--- src/rtl/core/bsr_pkg.sv ---
// bsr_pkg: shared types, constants and codes of the banker's safety and request unit
// used by bsr_tables and bankers_safety_and_request; no dependencies
`default_nettype none
package bsr_pkg;

  localparam int PROCESS_SLOTS  = 8;
  localparam int RESOURCE_SLOTS = 4;
  localparam int COUNT_BITS     = 8;

  localparam int PIDX_BITS = $clog2(PROCESS_SLOTS);
  localparam int RIDX_BITS = (RESOURCE_SLOTS > 1) ? $clog2(RESOURCE_SLOTS) : 1;
  localparam int CNT_BITS  = $clog2(PROCESS_SLOTS + 1);
  localparam int RCNT_BITS = $clog2(RESOURCE_SLOTS + 1);
  // work vector grows by at most one full allocation row per process
  localparam int WORK_BITS = COUNT_BITS + $clog2(PROCESS_SLOTS + 1);
  localparam int CMP_BITS  = WORK_BITS + 1;
  localparam int REQ_BITS  = 8;
  localparam int REQ_FIELDS = 4;

  localparam int PCNT_REG_BITS = 4;
  localparam int RCNT_REG_BITS = 3;
  localparam int CFG_DATA_BITS = 4;

  typedef enum logic [0:0] {
    REG_PROCESS_COUNT  = 1'b0,
    REG_RESOURCE_COUNT = 1'b1
  } reg_idx_t;

  typedef enum logic [2:0] {
    OP_LOAD_ALLOC = 3'd0,
    OP_LOAD_MAX   = 3'd1,
    OP_LOAD_AVAIL = 3'd2,
    OP_CHECK      = 3'd3,
    OP_REQUEST    = 3'd4
  } op_t;

  typedef enum logic [2:0] {
    ST_LOADED        = 3'd0,
    ST_SAFE          = 3'd1,
    ST_UNSAFE        = 3'd2,
    ST_EXCEEDS_NEED  = 3'd3,
    ST_UNAVAILABLE   = 3'd4,
    ST_GRANTED       = 3'd5,
    ST_DENIED_UNSAFE = 3'd6
  } status_t;

  typedef enum logic [1:0] {
    S_IDLE,
    S_REQ,
    S_SCAN,
    S_EMIT
  } state_t;

  typedef logic [RESOURCE_SLOTS-1:0][COUNT_BITS-1:0] row_t;

  typedef struct packed {
    logic [2:0] operation;
    logic [2:0] process_index;
    logic [1:0] resource_index;
    logic [7:0] load_value;
    logic [7:0] request_0;
    logic [7:0] request_1;
    logic [7:0] request_2;
    logic [7:0] request_3;
  } item_t;

  typedef struct packed {
    logic [2:0] status;
    logic [2:0] sequence_process;
    logic       last;
  } result_t;

  // write port of the tables
  typedef struct packed {
    logic                      alloc_we;
    logic                      max_we;
    logic [PIDX_BITS-1:0]      row;
    logic [RESOURCE_SLOTS-1:0] lane_en;
    row_t                      data;
  } tbl_wr_t;

endpackage
`default_nettype wire

--- src/rtl/core/bsr_tables.sv ---
// bsr_tables: allocation and maximum tables, one row per process, registered read
// depends on bsr_pkg
`default_nettype none
module bsr_tables (
  input  wire logic                          clk,
  input  wire logic                          rst,
  input  wire bsr_pkg::tbl_wr_t              wr,
  input  wire logic [bsr_pkg::PIDX_BITS-1:0] rd_row,
  output bsr_pkg::row_t                      alloc_row,
  output bsr_pkg::row_t                      max_row
);

  bsr_pkg::row_t alloc_mem [bsr_pkg::PROCESS_SLOTS];
  bsr_pkg::row_t max_mem   [bsr_pkg::PROCESS_SLOTS];
  logic [bsr_pkg::RESOURCE_SLOTS-1:0] alloc_vld [bsr_pkg::PROCESS_SLOTS];
  logic [bsr_pkg::RESOURCE_SLOTS-1:0] max_vld   [bsr_pkg::PROCESS_SLOTS];
  bsr_pkg::row_t alloc_q, max_q;
  logic [bsr_pkg::RESOURCE_SLOTS-1:0] alloc_vq, max_vq;

  always_ff @(posedge clk) begin
    for (int r = 0; r < bsr_pkg::RESOURCE_SLOTS; r++) begin
      if (wr.alloc_we && wr.lane_en[r]) alloc_mem[wr.row][r] <= wr.data[r];
      if (wr.max_we && wr.lane_en[r]) max_mem[wr.row][r] <= wr.data[r];
    end
    alloc_q <= alloc_mem[rd_row];
    max_q   <= max_mem[rd_row];
  end

  // entries never written read as zero
  always_ff @(posedge clk) begin
    if (rst) begin
      for (int p = 0; p < bsr_pkg::PROCESS_SLOTS; p++) begin
        alloc_vld[p] <= '0;
        max_vld[p]   <= '0;
      end
      alloc_vq <= '0;
      max_vq   <= '0;
    end else begin
      if (wr.alloc_we) alloc_vld[wr.row] <= alloc_vld[wr.row] | wr.lane_en;
      if (wr.max_we) max_vld[wr.row] <= max_vld[wr.row] | wr.lane_en;
      alloc_vq <= alloc_vld[rd_row];
      max_vq   <= max_vld[rd_row];
    end
  end

  always_comb begin
    for (int r = 0; r < bsr_pkg::RESOURCE_SLOTS; r++) begin
      alloc_row[r] = alloc_vq[r] ? alloc_q[r] : '0;
      max_row[r]   = max_vq[r] ? max_q[r] : '0;
    end
  end

endmodule
`default_nettype wire

--- src/rtl/core/bankers_safety_and_request.sv ---
// bankers_safety_and_request: deadlock-avoidance unit, loads, safety check, requests
// a load is answered straight from idle; a check scans the tables, then emits the safe
// sequence, one result per process in use, or a single unsafe status; a request first
// checks need and availability; the scan evaluates one table row per cycle from the row memory
// one transaction at a time; results cannot be stalled; sync active-high reset
// clears tables to zero, process_count to 8 and resource_count to 4
`default_nettype none
module bankers_safety_and_request (
  input  wire logic                              clk,
  input  wire logic                              rst,
  input  wire logic                              start,
  output logic                                   busy,
  input  wire bsr_pkg::item_t                    item,
  output logic                                   result_valid,
  output bsr_pkg::result_t                       result,
  input  wire logic                              cfg_we,
  input  wire logic                              cfg_index,
  input  wire logic [bsr_pkg::CFG_DATA_BITS-1:0] cfg_data
);

  localparam int PB = bsr_pkg::PIDX_BITS;
  localparam int RS = bsr_pkg::RESOURCE_SLOTS;
  localparam int CB = bsr_pkg::COUNT_BITS;
  localparam int NB = bsr_pkg::CNT_BITS;
  localparam int WB = bsr_pkg::WORK_BITS;
  localparam int MB = bsr_pkg::CMP_BITS;

  // config registers
  logic [bsr_pkg::PCNT_REG_BITS-1:0] process_count;
  logic [bsr_pkg::RCNT_REG_BITS-1:0] resource_count;
  logic [NB-1:0] np;
  logic [bsr_pkg::RCNT_BITS-1:0] nr;

  // sequencer state
  bsr_pkg::state_t state, state_next;
  logic req_mode, req_mode_next;
  logic [PB-1:0] pi_q, pi_q_next;
  logic [RS-1:0][bsr_pkg::REQ_BITS-1:0] req_q, req_q_next;
  bsr_pkg::row_t new_row, new_row_next;
  bsr_pkg::row_t avail, avail_next;
  logic [RS-1:0][WB-1:0] work, work_next;
  logic [bsr_pkg::PROCESS_SLOTS-1:0] done_mask, done_mask_next;
  logic [NB-1:0] count, count_next;
  logic [PB-1:0] cur_p, cur_p_next;
  logic progress, progress_next;
  logic [PB-1:0] k, k_next;
  logic result_valid_next;
  bsr_pkg::result_t result_next;

  // safe sequence store
  logic [PB-1:0] seq [bsr_pkg::PROCESS_SLOTS];
  logic seq_we;

  // table ports
  bsr_pkg::tbl_wr_t tbl_wr;
  logic [PB-1:0] rd_row;
  bsr_pkg::row_t alloc_row, max_row;

  bsr_tables u_tables (
    .clk      (clk),
    .rst      (rst),
    .wr       (tbl_wr),
    .rd_row   (rd_row),
    .alloc_row(alloc_row),
    .max_row  (max_row)
  );

  // effective counts: zero acts as one, clamp to slot count
  always_comb begin
    if (process_count == '0) np = NB'(1);
    else if (32'(process_count) > bsr_pkg::PROCESS_SLOTS) np = NB'(bsr_pkg::PROCESS_SLOTS);
    else np = NB'(process_count);
    if (resource_count == '0) nr = bsr_pkg::RCNT_BITS'(1);
    else if (32'(resource_count) > RS) nr = bsr_pkg::RCNT_BITS'(RS);
    else nr = bsr_pkg::RCNT_BITS'(resource_count);
  end

  assign busy = (state != bsr_pkg::S_IDLE);

  always_ff @(posedge clk) begin
    if (rst) begin
      process_count  <= bsr_pkg::PCNT_REG_BITS'(8);
      resource_count <= bsr_pkg::RCNT_REG_BITS'(4);
    end else if (cfg_we) begin
      unique case (bsr_pkg::reg_idx_t'(cfg_index))
        bsr_pkg::REG_PROCESS_COUNT:
          process_count <= bsr_pkg::PCNT_REG_BITS'(cfg_data);
        bsr_pkg::REG_RESOURCE_COUNT:
          resource_count <= bsr_pkg::RCNT_REG_BITS'(cfg_data);
        default: ;
      endcase
    end
  end

  always_ff @(posedge clk) begin
    if (rst) begin
      state        <= bsr_pkg::S_IDLE;
      avail        <= '0;
      result_valid <= 1'b0;
    end else begin
      state        <= state_next;
      avail        <= avail_next;
      result_valid <= result_valid_next;
    end
  end

  always_ff @(posedge clk) begin
    req_mode  <= req_mode_next;
    pi_q      <= pi_q_next;
    req_q     <= req_q_next;
    new_row   <= new_row_next;
    work      <= work_next;
    done_mask <= done_mask_next;
    count     <= count_next;
    cur_p     <= cur_p_next;
    progress  <= progress_next;
    k         <= k_next;
    result    <= result_next;
    if (seq_we) seq[count[PB-1:0]] <= cur_p;
  end

  always_comb begin
    logic [RS-1:0] lane_use;
    logic [RS-1:0][bsr_pkg::REQ_BITS-1:0] req_in;
    logic signed [MB-1:0] nd;
    logic signed [MB-1:0] rhs;
    logic fail_found;
    bsr_pkg::status_t fail_code;
    bsr_pkg::row_t a_eff;
    logic fits;
    logic [NB-1:0] cnt_new;
    logic last_p;

    state_next        = state;
    req_mode_next     = req_mode;
    pi_q_next         = pi_q;
    req_q_next        = req_q;
    new_row_next      = new_row;
    avail_next        = avail;
    work_next         = work;
    done_mask_next    = done_mask;
    count_next        = count;
    cur_p_next        = cur_p;
    progress_next     = progress;
    k_next            = k;
    result_valid_next = 1'b0;
    result_next       = result;
    seq_we            = 1'b0;
    tbl_wr            = '0;
    rd_row            = cur_p;
    fail_found        = 1'b0;
    fail_code         = bsr_pkg::ST_EXCEEDS_NEED;
    fits              = 1'b0;
    cnt_new           = count;
    last_p            = 1'b0;
    nd                = '0;
    rhs               = '0;

    for (int r = 0; r < RS; r++) begin
      lane_use[r] = (bsr_pkg::RCNT_BITS'(r) < nr);
      case (r)
        0: req_in[r] = item.request_0;
        1: req_in[r] = item.request_1;
        2: req_in[r] = item.request_2;
        3: req_in[r] = item.request_3;
        default: req_in[r] = '0;
      endcase
    end

    // the requesting process sees its tentative allocation during the scan
    a_eff = (req_mode && cur_p == pi_q) ? new_row : alloc_row;

    unique case (state)
      bsr_pkg::S_IDLE: begin
        if (start) begin
          pi_q_next  = item.process_index;
          req_q_next = req_in;
          result_next.sequence_process = '0;
          result_next.last = 1'b1;
          result_next.status = bsr_pkg::ST_LOADED;
          case (item.operation)
            bsr_pkg::OP_LOAD_ALLOC, bsr_pkg::OP_LOAD_MAX: begin
              result_valid_next = 1'b1;
              if (NB'(item.process_index) < np &&
                  bsr_pkg::RCNT_BITS'(item.resource_index) < nr) begin
                tbl_wr.alloc_we = (item.operation == bsr_pkg::OP_LOAD_ALLOC);
                tbl_wr.max_we   = (item.operation == bsr_pkg::OP_LOAD_MAX);
                tbl_wr.row      = item.process_index;
                tbl_wr.lane_en[item.resource_index] = 1'b1;
                tbl_wr.data[item.resource_index] = CB'(item.load_value);
              end
            end
            bsr_pkg::OP_LOAD_AVAIL: begin
              result_valid_next = 1'b1;
              if (bsr_pkg::RCNT_BITS'(item.resource_index) < nr)
                avail_next[item.resource_index] = CB'(item.load_value);
            end
            bsr_pkg::OP_CHECK: begin
              req_mode_next  = 1'b0;
              rd_row         = '0;
              cur_p_next     = '0;
              done_mask_next = '0;
              count_next     = '0;
              progress_next  = 1'b0;
              for (int r = 0; r < RS; r++) work_next[r] = WB'(avail[r]);
              state_next = bsr_pkg::S_SCAN;
            end
            bsr_pkg::OP_REQUEST: begin
              if (NB'(item.process_index) >= np) begin
                result_valid_next  = 1'b1;
                result_next.status = bsr_pkg::ST_EXCEEDS_NEED;
              end else begin
                rd_row        = item.process_index;
                req_mode_next = 1'b1;
                state_next    = bsr_pkg::S_REQ;
              end
            end
            default: result_valid_next = 1'b1;
          endcase
        end
      end

      bsr_pkg::S_REQ: begin
        // first failing resource in order decides the code
        for (int r = 0; r < RS; r++) begin
          nd  = $signed(MB'(max_row[r])) - $signed(MB'(alloc_row[r]));
          rhs = $signed(MB'(req_q[r]));
          if (lane_use[r] && !fail_found) begin
            if (rhs > nd) begin
              fail_found = 1'b1;
              fail_code  = bsr_pkg::ST_EXCEEDS_NEED;
            end else if (MB'(req_q[r]) > MB'(avail[r])) begin
              fail_found = 1'b1;
              fail_code  = bsr_pkg::ST_UNAVAILABLE;
            end
          end
        end
        if (fail_found) begin
          result_valid_next  = 1'b1;
          result_next.status = fail_code;
          state_next         = bsr_pkg::S_IDLE;
        end else begin
          for (int r = 0; r < RS; r++) begin
            new_row_next[r] = lane_use[r] ? CB'(alloc_row[r] + CB'(req_q[r])) : alloc_row[r];
            work_next[r]    = WB'(CB'(avail[r] - CB'(req_q[r])));
          end
          rd_row         = '0;
          cur_p_next     = '0;
          done_mask_next = '0;
          count_next     = '0;
          progress_next  = 1'b0;
          state_next     = bsr_pkg::S_SCAN;
        end
      end

      bsr_pkg::S_SCAN: begin
        // one process per cycle; next row is read while this one is evaluated
        fits = !done_mask[cur_p];
        for (int r = 0; r < RS; r++) begin
          nd  = $signed(MB'(max_row[r])) - $signed(MB'(a_eff[r]));
          rhs = $signed(MB'(work[r]));
          if (lane_use[r] && nd > rhs) fits = 1'b0;
        end
        if (fits) begin
          for (int r = 0; r < RS; r++)
            if (lane_use[r]) work_next[r] = work[r] + WB'(a_eff[r]);
          seq_we = 1'b1;
          done_mask_next[cur_p] = 1'b1;
          count_next    = count + NB'(1);
          progress_next = 1'b1;
        end
        cnt_new = fits ? count + NB'(1) : count;
        last_p  = (NB'(cur_p) == np - NB'(1));
        cur_p_next = last_p ? '0 : cur_p + PB'(1);
        rd_row     = cur_p_next;
        if (cnt_new == np) begin
          if (req_mode) begin
            tbl_wr.alloc_we = 1'b1;
            tbl_wr.row      = pi_q;
            tbl_wr.lane_en  = lane_use;
            tbl_wr.data     = new_row;
            for (int r = 0; r < RS; r++)
              if (lane_use[r]) avail_next[r] = CB'(avail[r] - CB'(req_q[r]));
          end
          k_next     = '0;
          state_next = bsr_pkg::S_EMIT;
        end else if (last_p) begin
          if (progress || fits) begin
            progress_next = 1'b0;
          end else begin
            result_valid_next  = 1'b1;
            result_next.status = req_mode ? bsr_pkg::ST_DENIED_UNSAFE : bsr_pkg::ST_UNSAFE;
            result_next.sequence_process = '0;
            result_next.last   = 1'b1;
            state_next         = bsr_pkg::S_IDLE;
          end
        end
      end

      bsr_pkg::S_EMIT: begin
        result_valid_next  = 1'b1;
        result_next.status = req_mode ? bsr_pkg::ST_GRANTED : bsr_pkg::ST_SAFE;
        result_next.sequence_process = 3'(seq[k]);
        result_next.last   = (NB'(k) == count - NB'(1));
        k_next = k + PB'(1);
        if (NB'(k) == count - NB'(1)) state_next = bsr_pkg::S_IDLE;
      end

      default: state_next = bsr_pkg::S_IDLE;
    endcase
  end

  // the scan never finishes more processes than are in use
  a_count_bound: assert property (@(posedge clk) disable iff (rst)
    (state == bsr_pkg::S_SCAN || state == bsr_pkg::S_EMIT) |-> count <= np)
    else $error("finished count beyond process count");

  // the final result of a transaction leaves the unit free
  a_last_idle: assert property (@(posedge clk) disable iff (rst)
    (result_valid && result.last) |-> !busy)
    else $error("busy after final result");

  // only the sequence output streams several results
  a_mid_emit: assert property (@(posedge clk) disable iff (rst)
    (result_valid && !result.last) |-> (state == bsr_pkg::S_EMIT))
    else $error("non-final result outside sequence output");

  // an accepted check always makes the unit busy
  a_check_busy: assert property (@(posedge clk) disable iff (rst)
    (start && !busy && item.operation == bsr_pkg::OP_CHECK) |=> busy)
    else $error("safety check did not start");

endmodule
`default_nettype wire

--- config.mk ---
export PLATFORM = sky130hd
export DESIGN_NAME = bankers_safety_and_request
export DESIGN_NICKNAME = d
export VERILOG_FILES = /design/src/rtl/core/bsr_pkg.sv /design/src/rtl/core/bsr_tables.sv /design/src/rtl/core/bankers_safety_and_request.sv
export SDC_FILE = /design/constraint.sdc
export NUM_CORES = 2
export LEC_CHECK = 0
export BUFFER_PORTS_ARGS = -buffer_cell sky130_fd_sc_hd__buf_2
export CORE_MARGIN = 3
export CORE_UTILIZATION = 40
export CTS_CLUSTER_DIAMETER = 80
export DETAILED_ROUTE_END_ITERATION = 8
export MAX_ROUTING_LAYER = met4
export PLACE_DENSITY = 0.57
export SYNTH_ARGS = -nofsm -noshare
export SYNTH_HDL_FRONTEND = slang
export SYNTH_SLANG_ARGS = --single-unit
--- constraint.sdc ---
create_clock -name clk -period 20.2 [get_ports clk]
set_input_delay 3.03 -clock clk [delete_from_list [all_inputs] [get_ports clk]]
set_output_delay 3.03 -clock clk [all_outputs]
set_load 0.1 [all_outputs]
==> out/qor.csv <==
stage;metric;value;unit
run_status;status;complete, no violations;
routing;wirelength;125000;um
global_routing;grt_pass1_wl;185000;um
setup_path;ff2ff_setup_slack;10590;ps
setup_path;worst-path-max-fanout;63;
cts;postCtsSetupBuffers;0;
placed_design;dp_hpwl;87300;um
sta;fin_crit_sh;47.6;%
cts;clk-insertion-delay-late;670;ps
sta;setup_viol;0;
setup_path;cp-startpoint;cur_p[0];
sta;tightest_slew;1320;ps
finish;fin_area;0.0486;mm^2
synthesis;yosysWarnings;0;
routing;vias;30400;
placed_design;placed_area;0.0454;mm^2
run;max_cap_viol_count;0;
setup_path;crit_end;u_tables.alloc_mem[2][7];
floorplanning;die_w;337;um
sta;relSlewSlack;11.3;%
placed_design;dp_slack;10430;ps
cts;clockBufferDepth;3;
setup_path;worstReg2RegStart;cur_p[0];
cts;postCtsHoldBufs;0;
sta;final_max_slew_viol_count;0;
setup_path;required;20480;ps
routing;drt_iter0_drc;2774;
power_and_ir_drop;power;8.20;mW
routing;drc;0;
global_routing;grt_pass1_vias;29000;
floorplanning;io_pins;66;
setup_path;r2r-end;u_tables.alloc_mem[2][7];
sta;layout_setup_ws;10590;ps
synthesis;yosysMostFrequentCell;edfxtp_1;
worst_hold_path;min-delay-path-class;reg2reg;
synthesis;avgSynthCellArea;11.1;um^2
setup_path;worstRegToRegCells;24;
global_routing;grt.total_usage;22.3;%
sta;skew;28.0;ps
routing;viasPerCell;5.59;
routing;drtPass1Iterations;6;
power_and_ir_drop;peakVddDrop;0.000119;V
finish;final_cells;5430;
setup_path;start_kind;flop;
synthesis;synth_cells;3962;
setup_path;setup.worst_path.end_class;flop;
cts;cts_buffers;92;
synthesis;synth-seq-cells;859;
finish;num-nets-final;4276;
floorplanning;initial_core_util;40.6;%
synthesis;synth_top_family_by_area;compound AO/OA/AOI/OAI gates;
cts;htreeDepth;3;
sta;fin_setup_tns;0;ps
synthesis;synth_compound_area_share;15.0;%
synthesis;synth_top_area_cell;edfxtp_1;
floorplanning;std_cell_rows;120;
synthesis;synth_top_cells_by_count;edfxtp_1, nand2_1, nor2_1, ha_1, inv_1;
floorplanning;core-area;0.108;mm^2
placed_design;portBuffers;65;
cts;clock-sinks;859;
synthesis;synth_fp_nets;4292;
cts;cts_root_buf;clkbuf_16;
synthesis;ys.flop_type;edfxtp_1;
synthesis;ys_seq_area_share;56.1;%
placed_design;routabilityCongestion;0.878;
global_routing;grt_max_degree;98;
synthesis;synth.distinct_cells;83;
synthesis;syn-cell-area;0.0439;mm^2
synthesis;synth_area_leaders;edfxtp_1, ha_1, dfxtp_1;
cts;clkTransAtPathRegs;60;ps
synthesis;yosys.area_share.adder;8.13;%
cts;cts_tree;yes;
floorplanning;dieArea;0.114;mm^2
floorplanning;chipHeight;337;um
placed_design;dp_cells;5255;
synthesis;synthSimpleGateAreaFrac;12.7;%
power_and_ir_drop;powerDensity;169;mW/mm^2
synthesis;async_flop_share;0;%
synthesis;synth_top_area_share;50.8;%
finish;drive_above_1_share;8.89;%
sta;rsz0062_at_grt;no;
finish;fin_util;45.0;%
power_and_ir_drop;power.leakage;18.8;nW
sta;worst_hold_slack;520;ps
finish;syn2layout_area_growth;10.8;%
routing;ant_nets;0;
sta;fmax;0.104;GHz
global_routing;grt.overflow.total;0;
routing;wl_per_cell;23.0;um
cts;cts.repair.resized;0;
sta;hold_viol;0;
sta;fin_crit;9610;ps
synthesis;synth_edf_count;742;
setup_path;criticalPathCategory;reg2reg;
synthesis;synth.area.mux_share;1.07;%
global_routing;antenna_found_initial;3;
setup_path;arrival;9890;ps
synthesis;synth-xor-area-share;3.07;%
cells in the final DEF, fill, tap and decap left out, types with 42 or more instances in the layout:
master / synthesis / layout
dfxtp_1: 117 / 117
a21oi_1: 186 / 186
a22oi_1: 51 / 51
and3_1: 73 / 72
a21o_1: 79 / 79
buf_2: 10 / 65
a311oi_1: 64 / 64
nand2_1: 458 / 457
nand2b_1: 42 / 42
a22o_1: 42 / 42
nor2b_1: 54 / 54
clkbuf_16: 0 / 95
nor2_1: 417 / 416
and2_1: 48 / 46
edfxtp_1: 742 / 742
xnor2_1: 107 / 107
a31o_2: 68 / 68
xor2_1: 44 / 44
o21ai_0: 161 / 160
inv_1: 228 / 227
ha_1: 253 / 251
nand3_1: 103 / 102
a211oi_1: 102 / 102
critical path, stage by stage, from the launching register on:
cell      delay, ps
edfxtp_1        900
xnor2_1         190
nand2_1          80
nor3_2          100
buf_4           490
o21ai_0         270
ha_1            290
fa_1            460
nor2b_1         160
o31a_1          160
nor2_1           60
a21oi_1         500
inv_1           220
ha_1            370
nand4_1         120
nor2_1          160
o311ai_1        120
a221oi_1        690
a2111o_1        300
nor2_1           60
xor3_1          250
o31ai_4         670
a31o_2          680
nand3_1         940
nor2_1          910
layer usage:
| metal | GRT usage [%] | up-vias | wire (um) |
|---|---|---|---|
| met4 | 8.05 | 0 | 4300 |
| met3 | 4.12 | 186 | 8650 |
| met2 | 33.1 | 1020 | 55200 |
| met5 | - | - | 0 |
| li1 | - | 14400 | - |
| met1 | 30.6 | 14800 | 56600 |
flip-flops by register name (all words and copies together), names as in the netlist, 2 cells and up, named ones only:
name / flops
u_tables.alloc_q: 32
count: 4
work: 48
resource_count: 3
u_tables.alloc_mem: 256
done_mask: 8
cur_p: 3
avail: 32
u_tables.max_q: 32
state: 2
pi_q: 3
new_row: 32
k: 3
u_tables.max_vq: 4
u_tables.alloc_vld: 32
req_q: 32
process_count: 4
u_tables.max_vld: 32
u_tables.alloc_vq: 4
result: 7
u_tables.max_mem: 256
seq: 24
report_power, final:
group          leakage (nW)  switching, mW  internal, mW
Clock                  1.55          0.730          1.03
Sequential             8.32          0.198          2.20
Combinational          8.91           2.51          1.53
worst min path at each step:
stage	start	endpoint	slack [ps]	depth (start not counted)
global placement	process_count[0]	process_count[0]	490	2
global route	avail[19]	avail[19]	550	2
floorplan	resource_count[0]	resource_count[0]	460	2
finish	avail[20]	avail[20]	520	2
CTS	avail[28]	avail[28]	520	2
detailed placement	process_count[0]	process_count[0]	510	2
logic make-up after synthesis:
group | after synthesis
and+or+nand+nor | 1262
AOI/OAI and AO/OA | 941
DFF | 859
buffers and inverters | 436
adders and majority gates | 273
xor gates and xnor gates | 152
muxes | 39
final cells by class:
| type | count | area (um^2) |
|---|---|---|
| Inverter | 231 | 867 |
| Multi-Input combinational cell | 2667 | 17600 |
| Clock inverter | 33 | 438 |
| Tap cell | 1403 | 1760 |
| Antenna cell | 1 | 2.50 |
| Timing Repair Buffer | 95 | 551 |
| Clock buffer | 141 | 2740 |
| Fill cell | 10000 | 59400 |
| Sequential cell | 859 | 24600 |
(Power assumes the default switching activity.)
